`src/sv/tmhq_ram.sv`:
```
// ----------------------------------------------------------------------------
// tmhq_ram
// generic single-port synchronous ram with registered read
// ----------------------------------------------------------------------------
module tmhq_ram #(
	parameter int DEPTH = 64,
	parameter int WIDTH = 8
) (
	input  logic                     clk,
	input  logic                     we,
	input  logic [$clog2(DEPTH)-1:0] addr,
	input  logic [WIDTH-1:0]         wdata,
	output logic [WIDTH-1:0]         rdata
);

	logic [WIDTH-1:0] mem [DEPTH];

	// read first, registered read
	always_ff @(posedge clk) begin
		if (we) mem[addr] <= wdata;
		rdata <= mem[addr];
	end

endmodule

```
`config.mk`:
```
export PLATFORM = sky130hd
export DESIGN_NAME = tmhq_ram
export DESIGN_NICKNAME = d
export VERILOG_FILES = /design/src/sv/tmhq_ram.sv
export SDC_FILE = /design/constraint.sdc
export NUM_CORES = 1
export LEC_CHECK = 0
export ABC_CLOCK_PERIOD_IN_PS = 7300
export BUFFER_PORTS_ARGS = -buffer_cell sky130_fd_sc_hd__clkbuf_2
export CAP_MARGIN = 10
export CORE_ASPECT_RATIO = 0.75
export CORE_MARGIN = 2
export CORE_UTILIZATION = 55
export DETAILED_ROUTE_END_ITERATION = 10
export GPL_TIMING_DRIVEN = 0
export HOLD_SLACK_MARGIN = 0.06
export PLACE_DENSITY = 0.76
export SLEW_MARGIN = 20
export SYNTH_ARGS = -nofsm -noshare
export SYNTH_HDL_FRONTEND = slang
export SYNTH_SLANG_ARGS = --single-unit
```
`constraint.sdc`:
```
create_clock -name clk -period 7.3 [get_ports clk]
set_input_delay 2.19 -clock clk [delete_from_list [all_inputs] [get_ports clk]]
set_output_delay 2.19 -clock clk [all_outputs]
set_load 0.05 [all_outputs]
```
# Yosys cells after proc, flatten, opt, wreduce, memory -nomap -nowiden
# Memory sizes are Yosys's and may differ from the RTL's. A register that Yosys moved wholly into a read port is not among the register bits.
# Index checks and enable logic that the tools add are counted.
[op_classes]
muxes = 2
[ops]
columns = ["cell", "count"]
rows = [
  ["2-to-1 mux 1 bit", 2],
]
[word_totals]
reg_bits = 0
ramBits = 512
in_bits = 16
out_inout_bits = 8
elab_cells = 3
mem_count = 1
[memory_table]
columns = ["memory", "words", "width", "rd", "rd_clocked_by_memory_dff", "wr", "line_no", "source"]
rows = [
  ["mem", 64, 8, 1, 1, 1, "16", "logic [WIDTH-1:0] mem [DEPTH];"],
]

# Depth between registers and ports, before layout
[depth]
depth_word = 2
depth_mapped = 10
ltp_nobuf = 5

# Worst setup path before layout
# OpenSTA, ideal clock, no wires.
[synth_timing]
path_type = "input -> register"
from = "input port addr[1]"
to = "memory mem[13][0] (enable)"
setup_time_ns = 0.370
arrival_time_ns = 3.918
t_required_ns = 6.930
slack_ns = 3.011
stages = 7
path_buffers = 4
path_cell_list = "buf_6 > buf_6 > nor2b_1 > clkbuf_1 > clkbuf_1 > nand3_1 > nor2_1"
[synth_lines]
columns = ["element", "line_no", "source"]
rows = [
  ["from (decl)", "11", "input logic [$clog2(DEPTH)-1:0] addr,"],
  ["to (decl)", "16", ""],
]
# No word-level cell before the write port.

# Worst setup path after layout
[layout_timing]
from = "input port addr[2]"
to = "memory mem[55][2] (enable)"
# No word-level cell before the write port.

==> results.json <==
{
  "status": "complete, no violations",
  "num_rows": 61,
  "dp.final_hpwl_um": 35900,
  "ios": 24,
  "synth_edf_count": 512,
  "gp_congestion": 0.986,
  "startpoint_type": "primary input",
  "syn_area_um2": 20400,
  "antenna_cells": 0,
  "maxSlewViolCount": 0,
  "clk_pin_slew_ps": 60,
  "powerDensity_nw_per_um2": 271,
  "crit_type": "in2reg",
  "drc": 0,
  "clk_path_buf_depth": 3,
  "ys.warnings.count": 0,
  "final_cell_mix": "edfxtp_1 (512), nor2_1 (82), mux2i_1 (63)",
  "vias": 12233,
  "async_flop_share_pct": 0,
  "period_share_pct": 77.8,
  "setup_violations": 0,
  "cts_inserted_buffers": 47,
  "period_minus_slack_ps": 5680,
  "hp-class": "reg2reg",
  "rsz0062_at_grt": "false",
  "peakVddDrop_uv": 244,
  "drt-initial-drc-count": 2454,
  "via_per_inst": 6.88,
  "dr.pass1.iters": 6,
  "tightest_slew_ps": 1240,
  "grt_use_total_pct": 29.6,
  "p_leak_uw": 0.00725,
  "seq_area_frac_synth_pct": 76.0,
  "cts_sinks": 520,
  "crit_fanout": 10,
  "crit_arrival_ps": 5880,
  "skew_ps": 21.6,
  "grt_overflow": 0,
  "yosys_most_used_dff": "edfxtp_1",
  "root_buffer": "clkbuf_16",
  "ff2ff_path_depth": 5,
  "dieArea_um2": 38800,
  "port_buffers": 22,
  "drive_above_1_share_pct": 14.5,
  "antenna_found_initial": 2,
  "finalNetCount": 1258,
  "fin_ws_ps": 1620,
  "yosysUniqueCellTypes": 56,
  "syn_area_per_cell_um2": 17.5,
  "die_w_um": 227,
  "synth_nets": 1187,
  "crit_path_end_kind": "flip-flop",
  "initial_utilization_pct": 55.5,
  "critPathRequiredTime_ps": 7490,
  "die_h_um": 171,
  "postSynthCellCount": 1171,
  "clk-insertion-delay-late_ps": 570,
  "cts_resized": 0,
  "tns_ps": 0,
  "area_growth_syn_to_layout_pct": 11.1,
  "yosys_register_bits": 520,
  "grt_pass1_vias": 11574,
  "fmax_mhz": 176,
  "hold_viol_final": 0,
  "totalWireLength_um": 56600,
  "ant_nets": 0,
  "postCtsSetupRepairBufs": 0,
  "fp.coreArea_um2": 36900,
  "grt_max_degree": 65,
  "max_slew_margin_pct": 17.5,
  "wire_per_inst_um": 31.8,
  "final_common_cell": "edfxtp_1",
  "hold_depth": 3,
  "pre_cts_ws_ps": 1220,
  "maxCapViolCount": 0,
  "cts_hold_buf": 0,
  "cts_tree": "done",
  "htree_levels": 2,
  "grt_pass1_wl_um": 79600
}
-- cell usage after synthesis, types with 5 or more instances --
master     instances  area share, %
a21oi_1           28           0.69
nand2b_1          24           0.73
nand2_1           45           0.83
nor2b_1            8           0.24
clkbuf_1          36           0.66
and3_1             9           0.28
a221oi_1          21           0.90
mux2i_1           63            3.1
mux2_2             5           0.28
a31oi_1           15           0.46
o22a_1            11           0.47
mux4_2            41            4.5
or3b_2             5           0.21
nand3b_1          12           0.44
o221ai_1           9           0.39
o21ai_0            9           0.22
o22ai_1           22           0.67
and4_1             6           0.26
a32oi_1            7           0.30
a211oi_1           6           0.22
buf_6              5           0.28
o31ai_1            5           0.18
dfxtp_1            8           0.78
mux2_1             7           0.39
buf_2             30           0.73
a221o_1           11           0.54
nor2_1            82            1.5
o2bb2ai_1          7           0.30
nand3_1            8           0.20
edfxtp_1         512             75
buf_1              6           0.11
and2_1             9           0.28
a22o_1            10           0.43
a22oi_1           40            1.5
-- power breakdown --
part / leakage [uW] / switching, uW / total [uW] / internal [uW]
registers: 0.00467 / 6.57 / 3310 / 3310
logic: 0.00185 / 290 / 397 / 107
clock network: 0.000736 / 1070 / 2460 / 1390
-- state kept, by name, indices dropped and copies added (netlist names) --
signal,flops
mem,512
rdata,8
-- worst max-delay path, stage by stage --
cell      delay (ps)
clkbuf_2         270
buf_2            450
buf_2            470
buf_2            380
buf_2            290
nand3_1          720
nor2_1          1080
-- cell type report --
cell class,instances,area [um^2]
sequential,520,15500
fill,2611,14100
multi-input combinational,567,4510
clock buffer,58,1290
tap,504,631
buffer,81,394
clock inverter,24,221
timing repair buffer,22,130
inverter,3,11.3
-- stage by stage --
stage	power, uW	instance area (um^2)	util, %	hold slack [ps]	instances
2_1_floorplan	3580	20400	-	563	1171
3_3_place_gp	3750	21200	57.5	728	1697
3_5_place_dp	3750	21200	57.5	733	1697
4_1_cts	6150	22700	61.6	754	1779
5_1_grt	6280	22700	61.6	780	1779
6_report	6170	22700	61.6	772	1779
-- routing by layer --
metal  track usage, %  vias up  routed length [um]
li1                 -     4897                   -
met1             41.7     6049               20900
met2             41.1     1070               23300
met3             11.2      215                9340
met4             13.0        2                3060
met5                0        -                  12
-- cell families (layout without fill, tap and decap cells) --
| kind of cell | count (synthesis) | after routing | share of synthesized area, % |
|---|---|---|---|
| AOI/OAI and AO/OA | 222 | 222 | 8.08 |
| DFF | 520 | 520 | 76.0 |
| and+or+nand+nor | 229 | 229 | 5.71 |
| buffers and inverters | 84 | 188 | 1.98 |
| muxes | 116 | 116 | 8.26 |
-- worst paths after layout --
path | start | to | slack (ps)
max | addr[2] | mem[55][2]$_DFFE_PP_ | 1620
min reg2reg | mem[3][2]$_DFFE_PP_ | rdata[2]$_DFF_P_ | 770
min | mem[3][2]$_DFFE_PP_ | rdata[2]$_DFF_P_ | 770
max reg2reg | mem[6][7]$_DFFE_PP_ | rdata[7]$_DFF_P_ | 4890
No activity file was read; power rests on OpenSTA's default activity.
